--- config.mk ---
export PLATFORM = sky130hd
export DESIGN_NAME = clwc_ctrl
export DESIGN_NICKNAME = d
export VERILOG_FILES = /design/src/clwc_pkg.sv /design/src/clwc_ctrl.sv
export SDC_FILE = /design/constraint.sdc
export NUM_CORES = 1
export LEC_CHECK = 0
export BUFFER_PORTS_ARGS = -buffer_cell sky130_fd_sc_hd__buf_2
export CORE_MARGIN = 2
export CORE_UTILIZATION = 57
export DETAILED_ROUTE_END_ITERATION = 10
export GPL_TIMING_DRIVEN = 0
export PLACE_DENSITY = 0.9
export SLEW_MARGIN = 20
export SYNTH_ARGS = -nofsm -noshare
export SYNTH_HDL_FRONTEND = slang
export SYNTH_SLANG_ARGS = --single-unit
--- constraint.sdc ---
create_clock -name clk -period 5.6 [get_ports clk]
set_clock_uncertainty 0.2 [all_clocks]
set_input_delay 0 -clock clk [delete_from_list [all_inputs] [get_ports clk]]
set_output_delay 0 -clock clk [all_outputs]
set_load 0.05 [all_outputs]
--- src/clwc_pkg.sv ---
// Package for the circular list with cursor: action and status codes,
// field widths and the result struct shared by the control and top level.
// No dependencies.
`default_nettype none

package clwc_pkg;

    localparam int DEFAULT_NODE_DEPTH = 256;
    localparam int ACTION_W = 3;
    localparam int VALUE_W  = 32;
    localparam int STATUS_W = 2;
    localparam int COUNT_W  = 9;

    localparam logic [ACTION_W-1:0] ACT_ADD_HEAD = 3'd0;
    localparam logic [ACTION_W-1:0] ACT_ADD_TAIL = 3'd1;
    localparam logic [ACTION_W-1:0] ACT_FIRST    = 3'd2;
    localparam logic [ACTION_W-1:0] ACT_NEXT     = 3'd3;
    localparam logic [ACTION_W-1:0] ACT_REMOVE   = 3'd4;

    localparam logic [STATUS_W-1:0] ST_OK    = 2'd0;
    localparam logic [STATUS_W-1:0] ST_EMPTY = 2'd1;
    localparam logic [STATUS_W-1:0] ST_FULL  = 2'd2;
    localparam logic [STATUS_W-1:0] ST_NOCUR = 2'd3;

    typedef struct packed {
        logic                       valid;
        logic [STATUS_W-1:0]        status;
        logic signed [VALUE_W-1:0]  data;
        logic [COUNT_W-1:0]         count;
    } resp_t;

endpackage

`default_nettype wire

--- src/clwc_ctrl.sv ---
// Sequencer for the circular list: pointer registers, free chain,
// node memory address/write control and the result of each transaction.
// Depends on clwc_pkg; drives two clwc_ram instances in the top level.
`default_nettype none

module clwc_ctrl #(
    parameter int NODE_DEPTH = clwc_pkg::DEFAULT_NODE_DEPTH
) (
    input  logic                                  clk,
    input  logic                                  rst_n,
    input  logic                                  start,
    input  logic [clwc_pkg::ACTION_W-1:0]         action,
    input  logic signed [clwc_pkg::VALUE_W-1:0]   value,
    output logic                                  busy,
    output logic [$clog2(NODE_DEPTH)-1:0]         link_raddr,
    input  logic [$clog2(NODE_DEPTH)-1:0]         link_rdata,
    output logic                                  link_we,
    output logic [$clog2(NODE_DEPTH)-1:0]         link_waddr,
    output logic [$clog2(NODE_DEPTH)-1:0]         link_wdata,
    output logic [$clog2(NODE_DEPTH)-1:0]         val_raddr,
    input  logic [clwc_pkg::VALUE_W-1:0]          val_rdata,
    output logic                                  val_we,
    output logic [$clog2(NODE_DEPTH)-1:0]         val_waddr,
    output logic [clwc_pkg::VALUE_W-1:0]          val_wdata,
    output clwc_pkg::resp_t                       resp
);

    import clwc_pkg::*;

    localparam int AW = $clog2(NODE_DEPTH);
    localparam int CW = $clog2(NODE_DEPTH + 1);

    typedef enum logic [5:0] {
        S_IDLE  = 6'b000001,
        S_ADD   = 6'b000010,
        S_FIRST = 6'b000100,
        S_NEXT1 = 6'b001000,
        S_NEXT2 = 6'b010000,
        S_REM   = 6'b100000
    } state_t;

    state_t          state_reg, state_next;
    logic [AW-1:0]   head_reg, head_next;      // link[tail], the first element
    logic [AW-1:0]   tail_reg, tail_next;
    logic [AW-1:0]   cursor_reg, cursor_next;
    logic [AW-1:0]   before_reg, before_next;
    logic [AW-1:0]   free_head_reg, free_head_next;
    logic [CW-1:0]   free_len_reg, free_len_next;
    logic [CW-1:0]   mark_reg, mark_next;
    logic [CW-1:0]   count_reg, count_next;
    logic            cvalid_reg, cvalid_next;
    logic [AW-1:0]   new_idx_reg, new_idx_next;
    logic            at_tail_reg, at_tail_next;
    logic            from_free_reg, from_free_next;

    logic            empty;
    logic            full;
    logic [AW-1:0]   alloc_idx;

    assign empty     = (count_reg == '0);
    assign full      = (free_len_reg == '0) && (mark_reg == CW'(NODE_DEPTH));
    assign alloc_idx = (free_len_reg != '0) ? free_head_reg : mark_reg[AW-1:0];
    assign busy      = (state_reg != S_IDLE);

    always_comb
    begin
        state_next     = state_reg;
        head_next      = head_reg;
        tail_next      = tail_reg;
        cursor_next    = cursor_reg;
        before_next    = before_reg;
        free_head_next = free_head_reg;
        free_len_next  = free_len_reg;
        mark_next      = mark_reg;
        count_next     = count_reg;
        cvalid_next    = cvalid_reg;
        new_idx_next   = new_idx_reg;
        at_tail_next   = at_tail_reg;
        from_free_next = from_free_reg;

        link_raddr = cursor_reg;
        link_we    = 1'b0;
        link_waddr = alloc_idx;
        link_wdata = head_reg;
        val_raddr  = cursor_reg;
        val_we     = 1'b0;
        val_waddr  = alloc_idx;
        val_wdata  = value;

        resp.valid  = 1'b0;
        resp.status = ST_OK;
        resp.data   = '0;

        unique case (state_reg)
            S_IDLE:
            begin
                if (start)
                begin
                    unique case (action) inside
                        ACT_ADD_HEAD, ACT_ADD_TAIL:
                        begin
                            if (full)
                            begin
                                resp.valid  = 1'b1;
                                resp.status = ST_FULL;
                            end
                            else
                            begin
                                // store value and successor; fetch next free node
                                val_we         = 1'b1;
                                link_we        = 1'b1;
                                link_wdata     = empty ? alloc_idx : head_reg;
                                link_raddr     = free_head_reg;
                                new_idx_next   = alloc_idx;
                                at_tail_next   = (action == ACT_ADD_TAIL);
                                from_free_next = (free_len_reg != '0);
                                state_next     = S_ADD;
                            end
                        end
                        ACT_FIRST:
                        begin
                            if (empty)
                            begin
                                resp.valid  = 1'b1;
                                resp.status = ST_EMPTY;
                            end
                            else
                            begin
                                val_raddr  = head_reg;
                                state_next = S_FIRST;
                            end
                        end
                        ACT_NEXT:
                        begin
                            if (empty)
                            begin
                                resp.valid  = 1'b1;
                                resp.status = ST_EMPTY;
                            end
                            else
                            begin
                                link_raddr = cursor_reg;
                                state_next = S_NEXT1;
                            end
                        end
                        ACT_REMOVE:
                        begin
                            if (empty)
                            begin
                                resp.valid  = 1'b1;
                                resp.status = ST_EMPTY;
                            end
                            else if (!cvalid_reg)
                            begin
                                resp.valid  = 1'b1;
                                resp.status = ST_NOCUR;
                            end
                            else
                            begin
                                // read old successor while pushing node on free chain
                                link_raddr = cursor_reg;
                                val_raddr  = cursor_reg;
                                link_we    = 1'b1;
                                link_waddr = cursor_reg;
                                link_wdata = free_head_reg;
                                state_next = S_REM;
                            end
                        end
                        default:
                        begin
                            resp.valid = 1'b1;
                        end
                    endcase
                end
            end
            S_ADD:
            begin
                if (from_free_reg)
                begin
                    free_head_next = link_rdata;
                    free_len_next  = free_len_reg - CW'(1);
                end
                else
                begin
                    mark_next = mark_reg + CW'(1);
                end
                if (empty)
                begin
                    head_next   = new_idx_reg;
                    tail_next   = new_idx_reg;
                    cursor_next = new_idx_reg;
                    before_next = new_idx_reg;
                    cvalid_next = 1'b0;
                end
                else
                begin
                    link_we    = 1'b1;
                    link_waddr = tail_reg;
                    link_wdata = new_idx_reg;
                    if (before_reg == tail_reg)
                    begin
                        before_next = new_idx_reg;
                    end
                    if (at_tail_reg)
                    begin
                        tail_next = new_idx_reg;
                    end
                    else
                    begin
                        head_next = new_idx_reg;
                    end
                end
                count_next = count_reg + CW'(1);
                resp.valid = 1'b1;
                state_next = S_IDLE;
            end
            S_FIRST:
            begin
                before_next = tail_reg;
                cursor_next = head_reg;
                cvalid_next = 1'b1;
                resp.valid  = 1'b1;
                resp.data   = val_rdata;
                state_next  = S_IDLE;
            end
            S_NEXT1:
            begin
                before_next = cursor_reg;
                cursor_next = link_rdata;
                cvalid_next = 1'b1;
                val_raddr   = link_rdata;
                state_next  = S_NEXT2;
            end
            S_NEXT2:
            begin
                resp.valid = 1'b1;
                resp.data  = val_rdata;
                state_next = S_IDLE;
            end
            S_REM:
            begin
                // a lone node is its own predecessor: its link already holds the free chain
                if (cursor_reg != before_reg)
                begin
                    link_we    = 1'b1;
                    link_waddr = before_reg;
                    link_wdata = link_rdata;
                end
                if ((cursor_reg == tail_reg) && (count_reg > CW'(1)))
                begin
                    tail_next = before_reg;
                end
                if (cursor_reg == head_reg)
                begin
                    head_next = link_rdata;
                end
                cursor_next    = before_reg;
                cvalid_next    = 1'b0;
                free_head_next = cursor_reg;
                free_len_next  = free_len_reg + CW'(1);
                count_next     = count_reg - CW'(1);
                resp.valid     = 1'b1;
                resp.data      = val_rdata;
                state_next     = S_IDLE;
            end
            default:
            begin
                state_next = S_IDLE;
            end
        endcase

        // low bits of the count after this transaction
        resp.count = COUNT_W'(count_next);
    end

    always_ff @(posedge clk or negedge rst_n)
    begin
        if (!rst_n)
        begin
            state_reg     <= S_IDLE;
            head_reg      <= '0;
            tail_reg      <= '0;
            cursor_reg    <= '0;
            before_reg    <= '0;
            free_head_reg <= '0;
            free_len_reg  <= '0;
            mark_reg      <= '0;
            count_reg     <= '0;
            cvalid_reg    <= 1'b0;
        end
        else
        begin
            state_reg     <= state_next;
            head_reg      <= head_next;
            tail_reg      <= tail_next;
            cursor_reg    <= cursor_next;
            before_reg    <= before_next;
            free_head_reg <= free_head_next;
            free_len_reg  <= free_len_next;
            mark_reg      <= mark_next;
            count_reg     <= count_next;
            cvalid_reg    <= cvalid_next;
        end
    end

    always_ff @(posedge clk)
    begin
        new_idx_reg   <= new_idx_next;
        at_tail_reg   <= at_tail_next;
        from_free_reg <= from_free_next;
    end

endmodule

`default_nettype wire

# After elaboration in Yosys (flattened, before gate mapping)
# Index checks and enable logic that the tools add are counted.
[word_totals] elab_cells=149 regBits=84
[op_classes] addsub=5 reduce_logical=24 n_lt_le_gt_ge=1 muxes=74 eq_ne=30 bitwise=2
[op_table] op="8-bit two-way mux" n=31
[op_table] op="8-bit one-hot mux with 2 select lines" n=5
[op_table] op="8-bit one-hot mux with 3 select lines" n=3
[op_table] op="6-bit two-way mux" n=6
[op_table] op="9-bit one-hot mux with 2 select lines" n=2
[op_table] op="32-bit two-way mux" n=1
[op_table] op="8-bit one-hot mux with 4 select lines" n=1
[op_table] op="9-bit by 1-bit adder with 9-bit output (second input constant)" n=3
[op_table] op="8-bit == test" n=3
[op_table] op="3-bit inequality test (second input constant)" n=8
[op_table] op="6-bit one-hot mux with 4 select lines" n=1
[op_table] op="9-bit logical NOT" n=2
[op_table] op="9-bit by 1-bit subtractor with 9-bit output (second input constant)" n=2
[op_table] op="3-bit two-way mux" n=5
[op_table] op="6-bit one-hot mux with 2 select lines" n=1
[op_table] op="1-bit two-way mux" n=10
[op_table] op="2-bit inequality test (second input constant)" n=5
[op_table] op="2-bit AND reduction" n=5
[op_table] op="9-bit == test (second input constant)" n=1
[op_table] op="9-bit by 1-bit > comparator with 1-bit output (second input constant)" n=1
[op_table] op="9-bit two-way mux" n=1
[op_table] op="1-bit one-hot mux with 3 select lines" n=3
[op_table] op="9-bit nonzero test" n=1
[op_table] op="8-bit inequality test" n=1
[op_table] op="other kinds (26)" n=34

# Depth between registers and ports, before layout
# Gate-level depths: netlist (run 1).
[logic_depth] ltp_word=7 mapped_depth=12 ltp_nobuf=9

# Worst setup path after synthesis (run 1)
# Ideal clock, no wire load.
[synth_timing] path_type="reg2reg" from="reg state_reg[0]" to="reg free_len_reg[8]" n_path_buf=3 setup_time_ns=0.125 path_stages_with_launch=13 slack_ns=2.523 arrival_ns=2.752 path_cell_list="dfstp_2 clkbuf_1 nor3b_1 and2_1 clkbuf_1 inv_2 buf_2 ha_1 a21oi_1 o21ai_0 a2111oi_0 a2111o_1 nand2_1"
[synth_between] elab_chain_cells=3
[synth_lines] element="from (decl)" line_no="clwc_ctrl.sv:42" rtl="state_t state_reg, state_next;"
[synth_lines] element="from (signal assigned)" line_no="clwc_ctrl.sv:293" rtl="state_reg <= state_next;"
[synth_lines] element="6-bit by 2-bit == test with 1-bit output or 6-bit == test (tied branches)" line_no="clwc_ctrl.sv:94" rtl="unique case (state_reg)"
[synth_lines] element="2-bit inequality test (no source line) or 2-bit nonzero test (tied branches)"
[synth_lines] element="2-bit AND reduction (no source line)"
[synth_lines] element="to (signal assigned)" line_no="clwc_ctrl.sv:299" rtl="free_len_reg <= free_len_next;"
[synth_lines] element="to (decl)" line_no="clwc_ctrl.sv:48" rtl="logic [CW-1:0] free_len_reg, free_len_next;"
# Parallel ways exist; a longest one is shown, timed or not.
# A chain may end at the register's enable or synchronous reset.

# Worst setup path after layout (run 1)
# Same ends and word-level chain as after synthesis.

==> results of run 1 <==
-- worst register-to-register path: cells and delay by family (launching register included) --
family | cells | cell delay, ns
AO/OA/AOI/OAI | 4 | 1.14
adder cells (fa/ha/maj) | 1 | 0.36
buffers and inverters | 4 | 1.01
flip-flops | 1 | 0.51
AND/OR/NAND/NOR | 3 | 0.37
-- repair_timing --
action / in CTS / in global routing
setup endpoints to repair: 0 / 0
hold buffers: 18 / 0
endpoints found under the hold margin: 101 / 0
-- final timing paths --
check	endpoint	slack (ns)	cells past startpoint
worst max-delay path	free_len_reg[8]	1.89	12
worst min-delay path	val_wdata[6]	0.10	2
worst max register to register	free_len_reg[8]	1.89	12
worst min register to register	mark_reg[8]	0.27	1
max in group asynchronous	count_reg[7]	4.42	4
min in group asynchronous	state_reg[0]	0.53	3
-- synth_stat cells, types with 24 or more instances --
master | count | area (sq um)
buf_4 | 33 | 248
nand2_1 | 84 | 315
dfrtp_1 | 73 | 1830
xnor2_1 | 30 | 263
o21ai_0 | 25 | 125
inv_1 | 28 | 105
clkbuf_1 | 25 | 93.8
xor2_1 | 25 | 219
mux2_1 | 32 | 360
nor2_1 | 29 | 109
and2_1 | 36 | 225
nand3_1 | 24 | 120
-- placed cells by master (no fill, tap or decap), types with 5 or more instances in the layout --
cell type and n:
and2_1 36, buf_2 175, a2bb2oi_1 8, nor2_1 29, a22oi_1 16, inv_1 28, o21ai_0 25, buf_4 34
a31oi_1 7, nor3_1 10, xnor2_1 30, a32oi_1 6, dfrtp_1 73, edfxtp_1 10, o211ai_1 12, nand2b_1 9
nand3_1 24, mux2_1 32, a21o_1 10, a21boi_0 5, xor2_1 25, nor4_1 14, dlygate4sd3_1 17, a21oi_1 10
a22o_1 10, ha_1 13, nand4_1 10, o2111ai_1 6, mux2i_1 19, clkbuf_1 27, clkbuf_16 9, nand2_1 84
-- logic make-up (layout without fill, tap and decap cells) --
| family | Yosys count | after routing | share of synthesized area |
|---|---|---|---|
| buffers and inverters | 101 | 299 | 0.0809 |
| XOR/XNOR | 55 | 55 | 0.0741 |
| flip-flops | 84 | 84 | 0.331 |
| adder cells (fa/ha/maj) | 14 | 14 | 0.0281 |
| AND/OR/NAND/NOR | 257 | 257 | 0.215 |
| multiplexers | 56 | 56 | 0.0957 |
| AO/OA/AOI/OAI | 150 | 150 | 0.175 |
-- per-stage QoR --
| step | hold slack, ns | cells | area (sq um) | power, mW | utilization |
|---|---|---|---|---|---|
| 4_1_cts | 0.103 | 1055 | 7970 | 3.98 | 0.725 |
| 3_5_place_dp | -0.219 | 1022 | 7520 | 3.42 | 0.684 |
| 6_report | 0.102 | 1055 | 7970 | 4.04 | 0.725 |
| 2_1_floorplan | -0.496 | 717 | 6500 | 2.82 | - |
| 3_3_place_gp | 0.102 | 1021 | 7490 | 3.38 | 0.682 |
| 5_1_grt | 0.103 | 1055 | 7970 | 4.22 | 0.725 |
-- cell type report --
cell class	count	area, sq um
buffer	71	413
clock buffer	12	246
clock inverter	3	13.8
fill	842	3020
inverter	30	113
multi-input combinational	532	3820
sequential	84	2150
tap	140	175
timing repair buffer	183	1030
-- layer usage --
layer / track usage / vias up / wire (um)
li1: - / 2953 / -
met1: 0.438 / 3085 / 8170
met2: 0.544 / 490 / 9620
met3: 0.0853 / 93 / 2400
met4: 0.157 / 0 / 994
met5: 0 / - / 0
-- power by group --
group | internal (mW) | switching, mW
combinational | 0.721 | 1.75
clock | 0.307 | 0.246
sequential | 0.809 | 0.210
total | 1.84 | 2.20
==> flow_metrics.py, run 1 <==
metrics = {
    "grt": {
        "grt_overflow_total": 0,
        "grt_max_degree": 43,
        "track_usage": 0.341,
        "first_global_vias": 6383,
        "grt_pass1_wl_um": 33800,
        "antenna_found_initial": 0,
    },
    "place": {
        "hpwlAfterDp_um": 15600,
        "pre_cts_slack_ns": 2.03,
        "port_buffers": 164,
        "routabilityCongestion": 0.990,
    },
    "sta": {
        "hold_viol": 0,
        "fin_crit_ns": 3.71,
        "slew_violations": 0,
        "slew_headroom": 0.438,
        "finalWorstSetupSlack_ns": 1.89,
        "setup_tns_ns": 0,
        "timing.fmax_mhz": 270,
        "timing.final.crit_share": 0.662,
        "worst_pin_slew_ns": 0.841,
        "setup_viol": 0,
        "rsz0062_at_grt": "no",
    },
    "setup_path": {
        "crit_slowest_cell": "a2111oi_0",
        "startpoint_type": "flop",
        "worst-setup-path-type": "reg -> reg",
        "timing.rr.start": "state_reg[0]",
        "slowest_delay_ns": 0.56,
        "worst_path_dominant_cell_family": "compound AO/OA/AOI/OAI gates",
        "worstPathCellList": "clkbuf_1 -> nor3b_1 -> and2_1 -> clkbuf_1 -> inv_2 -> buf_2 -> ha_1 -> a21oi_1 -> o21ai_0 -> a2111oi_0 -> a2111o_1 -> nand2_1",
        "cp_num_buf_inv": 4,
        "worstPathArrival_ns": 3.74,
        "path_max_fanout": 17,
        "crit_top_cell": "clkbuf_1",
        "critPathLaunch": "state_reg[0]",
        "cp.required_ns": 5.64,
        "critPathCaptureType": "flop",
    },
    "pwr": {
        "power.density_nw_per_um2": 507,
        "max-vdd-ir-drop_uv": 608,
        "leakage_nw": 3.89,
    },
    "detailed_routing": {
        "wl_per_cell_um": 20.1,
        "vias": 6621,
        "wl_um": 21200,
        "drtAntennaViolNets": 0,
        "drcViolationCount": 0,
        "avgViaCountPerCell": 6.28,
        "drt-initial-drc-count": 678,
        "drt_pass1_iterations": 6,
    },
    "logic_synthesis": {
        "syn-num-nets": 809,
        "yosysUniqueCellTypes": 81,
        "yosys_warnings": 0,
        "synthFlopType": "dfrtp_1",
        "avgSynthCellArea_sq_um": 9.06,
        "syn_inst": 717,
        "synth_edf_count": 10,
        "synth.cell_area_sq_um": 6500,
        "ys_ff_latch": 84,
        "async_reset_ff_frac": 0.881,
        "yosysSeqAreaShare": 0.331,
    },
    "cells_and_area": {
        "area_growth_pct": 22.6,
        "drive_gt1_frac": 0.278,
        "num_antenna_cells": 0,
        "nets": 1003,
    },
    "floorplanning": {
        "start_util": 0.592,
        "die_y_um": 111,
        "die_area_sq_um": 12300,
        "core.rowCount": 38,
        "core_sq_um": 11000,
        "io-pin-count": 197,
        "die_w_um": 111,
    },
    "clock_network": {
        "htree_num_levels": 3,
        "clkTransAtPathRegs_ns": 0.06,
        "numCtsBuffers": 9,
        "root_buffer": "clkbuf_16",
        "cts_resized": 0,
        "clk_latency_ns": 0.36,
        "post_cts_buffers": 0,
        "cts_buffer_depth": 2,
        "cts_sinks": 84,
        "cts_tree": "done",
    },
    "min_path": {
        "hold_path_class": "in -> out",
        "min-delay-start": "value[6]",
    },
    "outcome": {
        "status": "finished clean",
    },
    "flow_run": {
        "drv_cap": 0,
    },
}
Note: power is estimated with default switching activity, not from simulation.
==> run 2, diff against run 1 <==
- ABC_AREA: not set -> 1
- CORE_UTILIZATION: 57 -> 54
- PLACE_DENSITY: 0.9 -> 0.85
- clock period: 5.6 -> 3.5 ns (I/O delays scaled with it)
==> run 2 against run 1 <==
Against the previous run: core utilization is 5.3 points lower; worst hold slack hardly changed; clock-buffer cell count is 2 higher; first-iteration DRC count is 11% higher; combinational power is 150% higher; global-route usage is 0.76 points higher; via count is 18% higher; sequential power is 71% higher; worst setup slack worse by 1.6 ns; cell count is 30% higher; clock power is 66% higher; routed wire length is 14% higher; critical path type is now in -> out.
==> flow_metrics.py, run 2 <==
metrics = {
    "outcome": {
        "status": "finished clean",
    },
    "sta": {
        "timing.fmax_mhz": 309,
        "worst_pin_slew_ns": 0.893,
        "setup_tns_ns": 0,
        "hold_viol": 0,
        "finalWorstSetupSlack_ns": 0.260,
        "rsz0062_at_grt": "no",
        "hold_ws_ns": 0.102,
        "fin_crit_ns": 3.24,
        "timing.final.crit_share": 0.926,
        "slew_headroom": 0.403,
        "slew_violations": 0,
        "setup_viol": 0,
    },
    "place": {
        "pre_cts_slack_ns": 0.394,
        "port_buffers": 164,
        "dpl.cell_count": 1337,
        "hpwlAfterDp_um": 18200,
        "routabilityCongestion": 0.998,
        "dpl_cell_area_sq_um": 8030,
    },
    "clock_network": {
        "clk_latency_ns": 0.35,
        "htree_num_levels": 3,
        "root_buffer": "clkbuf_16",
        "cts_buffer_depth": 2,
        "numCtsBuffers": 9,
        "cts_tree": "done",
        "cts_sinks": 84,
    },
    "setup_path": {
        "worst_path_dominant_cell_family": "buffers and inverters",
        "critPathLaunch": "action[2]",
        "cp.required_ns": 3.30,
        "startpoint_type": "input port",
        "critPathCaptureType": "output pin",
        "worst-setup-path-type": "in -> out",
        "cp_num_buf_inv": 6,
        "path_max_fanout": 10,
        "worstPathArrival_ns": 3.04,
        "crit_slowest_cell": "dlygate4sd3_1",
        "slowest_delay_ns": 0.60,
        "worstPathCellList": "dlygate4sd3_1 -> buf_2 -> nor2_1 -> dlygate4sd3_1 -> inv_1 -> nor2_2 -> nand2_2 -> buf_6 -> o21ai_1 -> buf_2",
        "timing.rr.start": "state_reg[0]",
    },
    "cells_and_area": {
        "num_antenna_cells": 0,
        "fillers": 1130,
        "nets": 1286,
        "multi_input_area_sq_um": 3830,
        "fin_area_sq_um": 8490,
        "area_growth_pct": 21.9,
        "final_cell_mix": "nand2_1 (263), buf_2 (184), inv_1 (120)",
        "drive_gt1_frac": 0.265,
        "final_core_util": 0.673,
        "mostFrequentLayoutCell": "nand2_1",
        "layoutNonFillerInstCount": 1371,
        "regArea_sq_um": 2150,
    },
    "detailed_routing": {
        "wl_per_cell_um": 17.7,
        "drt-initial-drc-count": 753,
        "avgViaCountPerCell": 5.71,
        "drt_pass1_iterations": 6,
        "drtAntennaViolNets": 0,
        "drcViolationCount": 0,
        "vias": 7825,
        "wl_um": 24200,
    },
    "logic_synthesis": {
        "synth_area_leader_cell": "dfrtp_1",
        "synth.cell_area_sq_um": 6970,
        "synth_edf_count": 10,
        "synthFlopType": "dfrtp_1",
        "ys_ff_latch": 84,
        "ys_top_cells_by_count": "nand2_1 (263), inv_1 (121), nor2_1 (90)",
        "synth_top_area_frac": 0.262,
        "yosysSeqAreaShare": 0.309,
        "syn_inst": 1000,
        "async_reset_ff_frac": 0.881,
        "yosys_warnings": 0,
        "avgSynthCellArea_sq_um": 6.97,
        "syn-num-nets": 1092,
        "synth.most_common_cell": "nand2_1",
        "yosysUniqueCellTypes": 53,
        "ys_top_cells_by_area": "dfrtp_1 (26%), nand2_1 (14%), inv_1 (6.5%)",
    },
    "floorplanning": {
        "core.rowCount": 41,
        "die_area_sq_um": 13800,
        "core_sq_um": 12600,
        "die_y_um": 118,
        "die_w_um": 118,
        "start_util": 0.552,
        "io-pin-count": 197,
    },
    "grt": {
        "grt_max_degree": 55,
        "grt_pass1_wl_um": 38200,
        "antenna_found_initial": 1,
        "grt_overflow_total": 0,
        "track_usage": 0.349,
        "first_global_vias": 7312,
    },
    "min_path": {
        "min-delay-start": "value[27]",
        "hold_path_class": "in -> out",
    },
    "pwr": {
        "max-vdd-ir-drop_uv": 844,
        "p_total_mw": 8.78,
        "power.density_nw_per_um2": 1030,
        "leakage_nw": 4.57,
    },
    "flow_run": {
        "drv_cap": 0,
    },
}
run 2: changes by cell type in the layout (fill, tap and decap cells not counted), moves of 20 or more:
| cell | before | now |
|---|---|---|
| a21oi_1 | 10 | 37 |
| nor2_1 | 29 | 90 |
| xnor2_1 | 30 | 5 |
| inv_1 | 28 | 120 |
| o21ai_1 | 1 | 21 |
| nand3_1 | 24 | 61 |
| o21ai_0 | 25 | 52 |
| and2_1 | 36 | 0 |
| mux2_1 | 32 | 0 |
| nand2_1 | 84 | 263 |
run 2: cells by family (layout without fill, tap and decap cells):
kind of cell | after synthesis | after routing | share of synthesized area
simple gates | 487 | 487 | 0.327
buf+inv | 204 | 403 | 0.141
compound gates | 179 | 179 | 0.156
flops | 84 | 84 | 0.309
xor+xnor | 32 | 32 | 0.0402
fa+ha+maj | 14 | 14 | 0.0262
run 2: cell type report:
class | count | area share
Clock inverter | 2 | 0.00118
Clock buffer | 14 | 0.0311
Inverter | 134 | 0.0600
Tap cell | 172 | 0.0253
Sequential cell | 84 | 0.254
Buffer | 70 | 0.0560
Timing Repair Buffer | 183 | 0.121
Multi-Input combinational cell | 712 | 0.451
run 2: final timing paths:
kind                            slack (ns)  depth (start not counted)         endpoint
worst max-delay path                  0.26                         10    link_raddr[3]
worst min-delay path                  0.10                          2    val_wdata[27]
worst max register to register        0.33                         14  free_len_reg[6]
worst min register to register        0.31                          1      mark_reg[8]
max in group asynchronous             1.28                          4     count_reg[2]
min in group asynchronous             0.52                          3     state_reg[0]
run 2: metal layers:
| layer | up-vias | track usage | wire [um] |
|---|---|---|---|
| met4 | 0 | 0.150 | 970 |
| met3 | 84 | 0.0717 | 2960 |
| met5 | - | 0 | 0 |
| met1 | 3575 | 0.463 | 9410 |
| li1 | 3597 | - | - |
| met2 | 569 | 0.555 | 10900 |
run 2: timing repair:
action	4_1_cts	5_1_grt
resized for setup	0	1
endpoints found under the hold margin	103	0
hold buffers	18	0
endpoints found under the setup margin	0	1
setup buffers	0	0
run 2: power breakdown:
part | internal [mW] | switching, mW | leakage, nW
sequential | 1.36 | 0.383 | 0.990
combinational | 1.60 | 4.53 | 3.45
clock | 0.519 | 0.398 | 0.137
total | 3.47 | 5.31 | 4.57
==> run 3, diff against run 2 <==
- ABC_AREA: 1 -> not set
- CORE_UTILIZATION: 54 -> 53
==> run 3 against run 2 <==
Against the previous run: non-clock buffer count stayed put; cell count is 23% lower; critical path depth up 1; clock-buffer cell count down 3; largest cell class unchanged; largest power group unchanged.
==> flow_metrics.py, run 3 (synthesis results as in run 1) <==
metrics = {
    "clock_network": {
        "cts_tree": "done",
        "cts_sinks": 84,
        "cts_buffer_depth": 2,
        "numCtsBuffers": 9,
        "clkTransAtPathRegs_ns": 0.07,
        "post_cts_buffers": 0,
        "root_buffer": "clkbuf_16",
        "htree_num_levels": 3,
        "clk_latency_ns": 0.36,
    },
    "min_path": {
        "hold_path_class": "in -> out",
        "min-delay-start": "value[16]",
        "hold_depth": 2,
    },
    "detailed_routing": {
        "drt-initial-drc-count": 794,
        "wl_um": 20600,
        "drtAntennaViolNets": 0,
        "vias": 6550,
        "drcViolationCount": 0,
        "drt_pass1_iterations": 6,
        "avgViaCountPerCell": 6.17,
        "wl_per_cell_um": 19.4,
    },
    "setup_path": {
        "endpoint": "free_len_reg[8]",
        "critPathLaunch": "state_reg[3]",
        "timing.rr.start": "state_reg[3]",
        "worstPathArrival_ns": 3.41,
        "startpoint_type": "flop",
        "critPathCaptureType": "flop",
        "cp.required_ns": 3.54,
        "path_max_fanout": 17,
        "reg2reg_slack_ns": 0.12,
        "r2r_cells": 11,
        "timing.rr.end": "free_len_reg[8]",
        "worst-setup-path-type": "reg -> reg",
    },
    "pwr": {
        "power.density_nw_per_um2": 825,
        "p_comb_frac": 0.590,
        "max-vdd-ir-drop_uv": 1030,
        "pwr-share-seq": 0.244,
        "p_switching_mw": 3.52,
        "netSwitchingFraction": 0.527,
        "p_clk_frac": 0.165,
        "leakage_nw": 3.94,
        "internal-power_mw": 3.15,
    },
    "cells_and_area": {
        "fin_area_sq_um": 8080,
        "area_growth_pct": 24.4,
        "num_antenna_cells": 0,
        "mostFrequentLayoutCell": "buf_2",
        "multi_input_area_sq_um": 3840,
        "fillers": 967,
        "regArea_sq_um": 2150,
        "nets": 1002,
        "drive_gt1_frac": 0.284,
        "final_cell_mix": "buf_2 (174), nand2_1 (84), dfrtp_1 (73)",
    },
    "floorplanning": {
        "die_y_um": 115,
        "die_area_sq_um": 13200,
        "die_w_um": 115,
        "core.rowCount": 40,
        "io-pin-count": 197,
        "start_util": 0.541,
        "core_sq_um": 12000,
    },
    "place": {
        "port_buffers": 164,
        "dpl_cell_area_sq_um": 7530,
        "routabilityCongestion": 0.972,
        "hpwlAfterDp_um": 15100,
        "pre_cts_slack_ns": -0.156,
    },
    "sta": {
        "fin_crit_ns": 3.38,
        "slew_headroom": 0.398,
        "rsz0062_at_grt": "no",
        "timing.final.crit_share": 0.964,
        "hold_viol": 0,
        "timing.fmax_mhz": 296,
        "finalWorstSetupSlack_ns": 0.124,
        "worst_pin_slew_ns": 0.895,
        "setup_viol": 0,
        "slew_violations": 0,
    },
    "grt": {
        "antenna_found_initial": 0,
        "grt_max_degree": 45,
        "track_usage": 0.311,
        "first_global_vias": 5925,
        "grt_pass1_wl_um": 31500,
        "grt_overflow_total": 0,
    },
    "flow_run": {
        "drv_cap": 0,
    },
    "outcome": {
        "status": "finished clean",
    },
}
## run 3: critical path, cell delays in order (launching register included)
cell and delay, ns:
dfrtp_1 0.47, nor3_2 0.35, and2_1 0.17, clkbuf_1 0.20, inv_2 0.13, buf_4 0.25, fa_1 0.43, a21oi_1 0.21
o21ai_0 0.19, a2111oi_2 0.41, a2111o_1 0.17, nand2_1 0.05
## run 3: how the worst min path moves through the flow
stage               endpoint
3_5_place_dp     tail_reg[6]
5_1_grt        val_wdata[28]
4_1_cts        val_wdata[16]
3_3_place_gp    val_wdata[4]
2_1_floorplan  before_reg[0]
6_report       val_wdata[16]
## run 3: stage by stage
stage | cells | hold WS (ns) | util | total power, mW | setup TNS (ns)
floorplan | 717 | -0.496 | - | 4.51 | 0
global placement | 1028 | 0.102 | 0.625 | 5.40 | -0.131
detailed placement | 1029 | -0.226 | 0.627 | 5.46 | -0.156
CTS | 1063 | 0.102 | 0.671 | 6.59 | 0
global route | 1062 | 0.103 | 0.673 | 6.96 | 0
finish | 1062 | 0.101 | 0.673 | 6.67 | 0
## run 3: metal layers
layer | global-route usage | vias up | share of wire
li1 | - | 2957 | -
met5 | 0 | - | 0
met1 | 0.412 | 3050 | 0.39
met2 | 0.496 | 467 | 0.45
met4 | 0.158 | 0 | 0.045
met3 | 0.0498 | 76 | 0.11
## run 3: cell type report
class	count	area share
plain buffers	70	0.0509
clock buffers	11	0.0288
clock inverters	5	0.0124
inverters	30	0.0142
multi-input cells	532	0.476
flip-flops and latches	84	0.266
well taps	147	0.0228
repair buffers	183	0.129
## run 3: what timing repair did
action,in CTS,in global routing
setup endpoints to repair,1,11
resized for setup,2,7
hold buffers,18,0
pin swaps,0,0
endpoints found under the hold margin,101,0
## run 3: power by group through the flow
| stage | Clock [mW] | Combinational [mW] | Sequential [mW] |
|---|---|---|---|
| after global placement | 0 | 3.79 | 1.61 |
| after floorplan | 0 | 2.97 | 1.54 |
| final | 1.10 | 3.94 | 1.63 |
| after CTS | 1.10 | 3.88 | 1.61 |
| after detailed placement | 0 | 3.83 | 1.62 |
| after global routing | 1.15 | 4.15 | 1.67 |
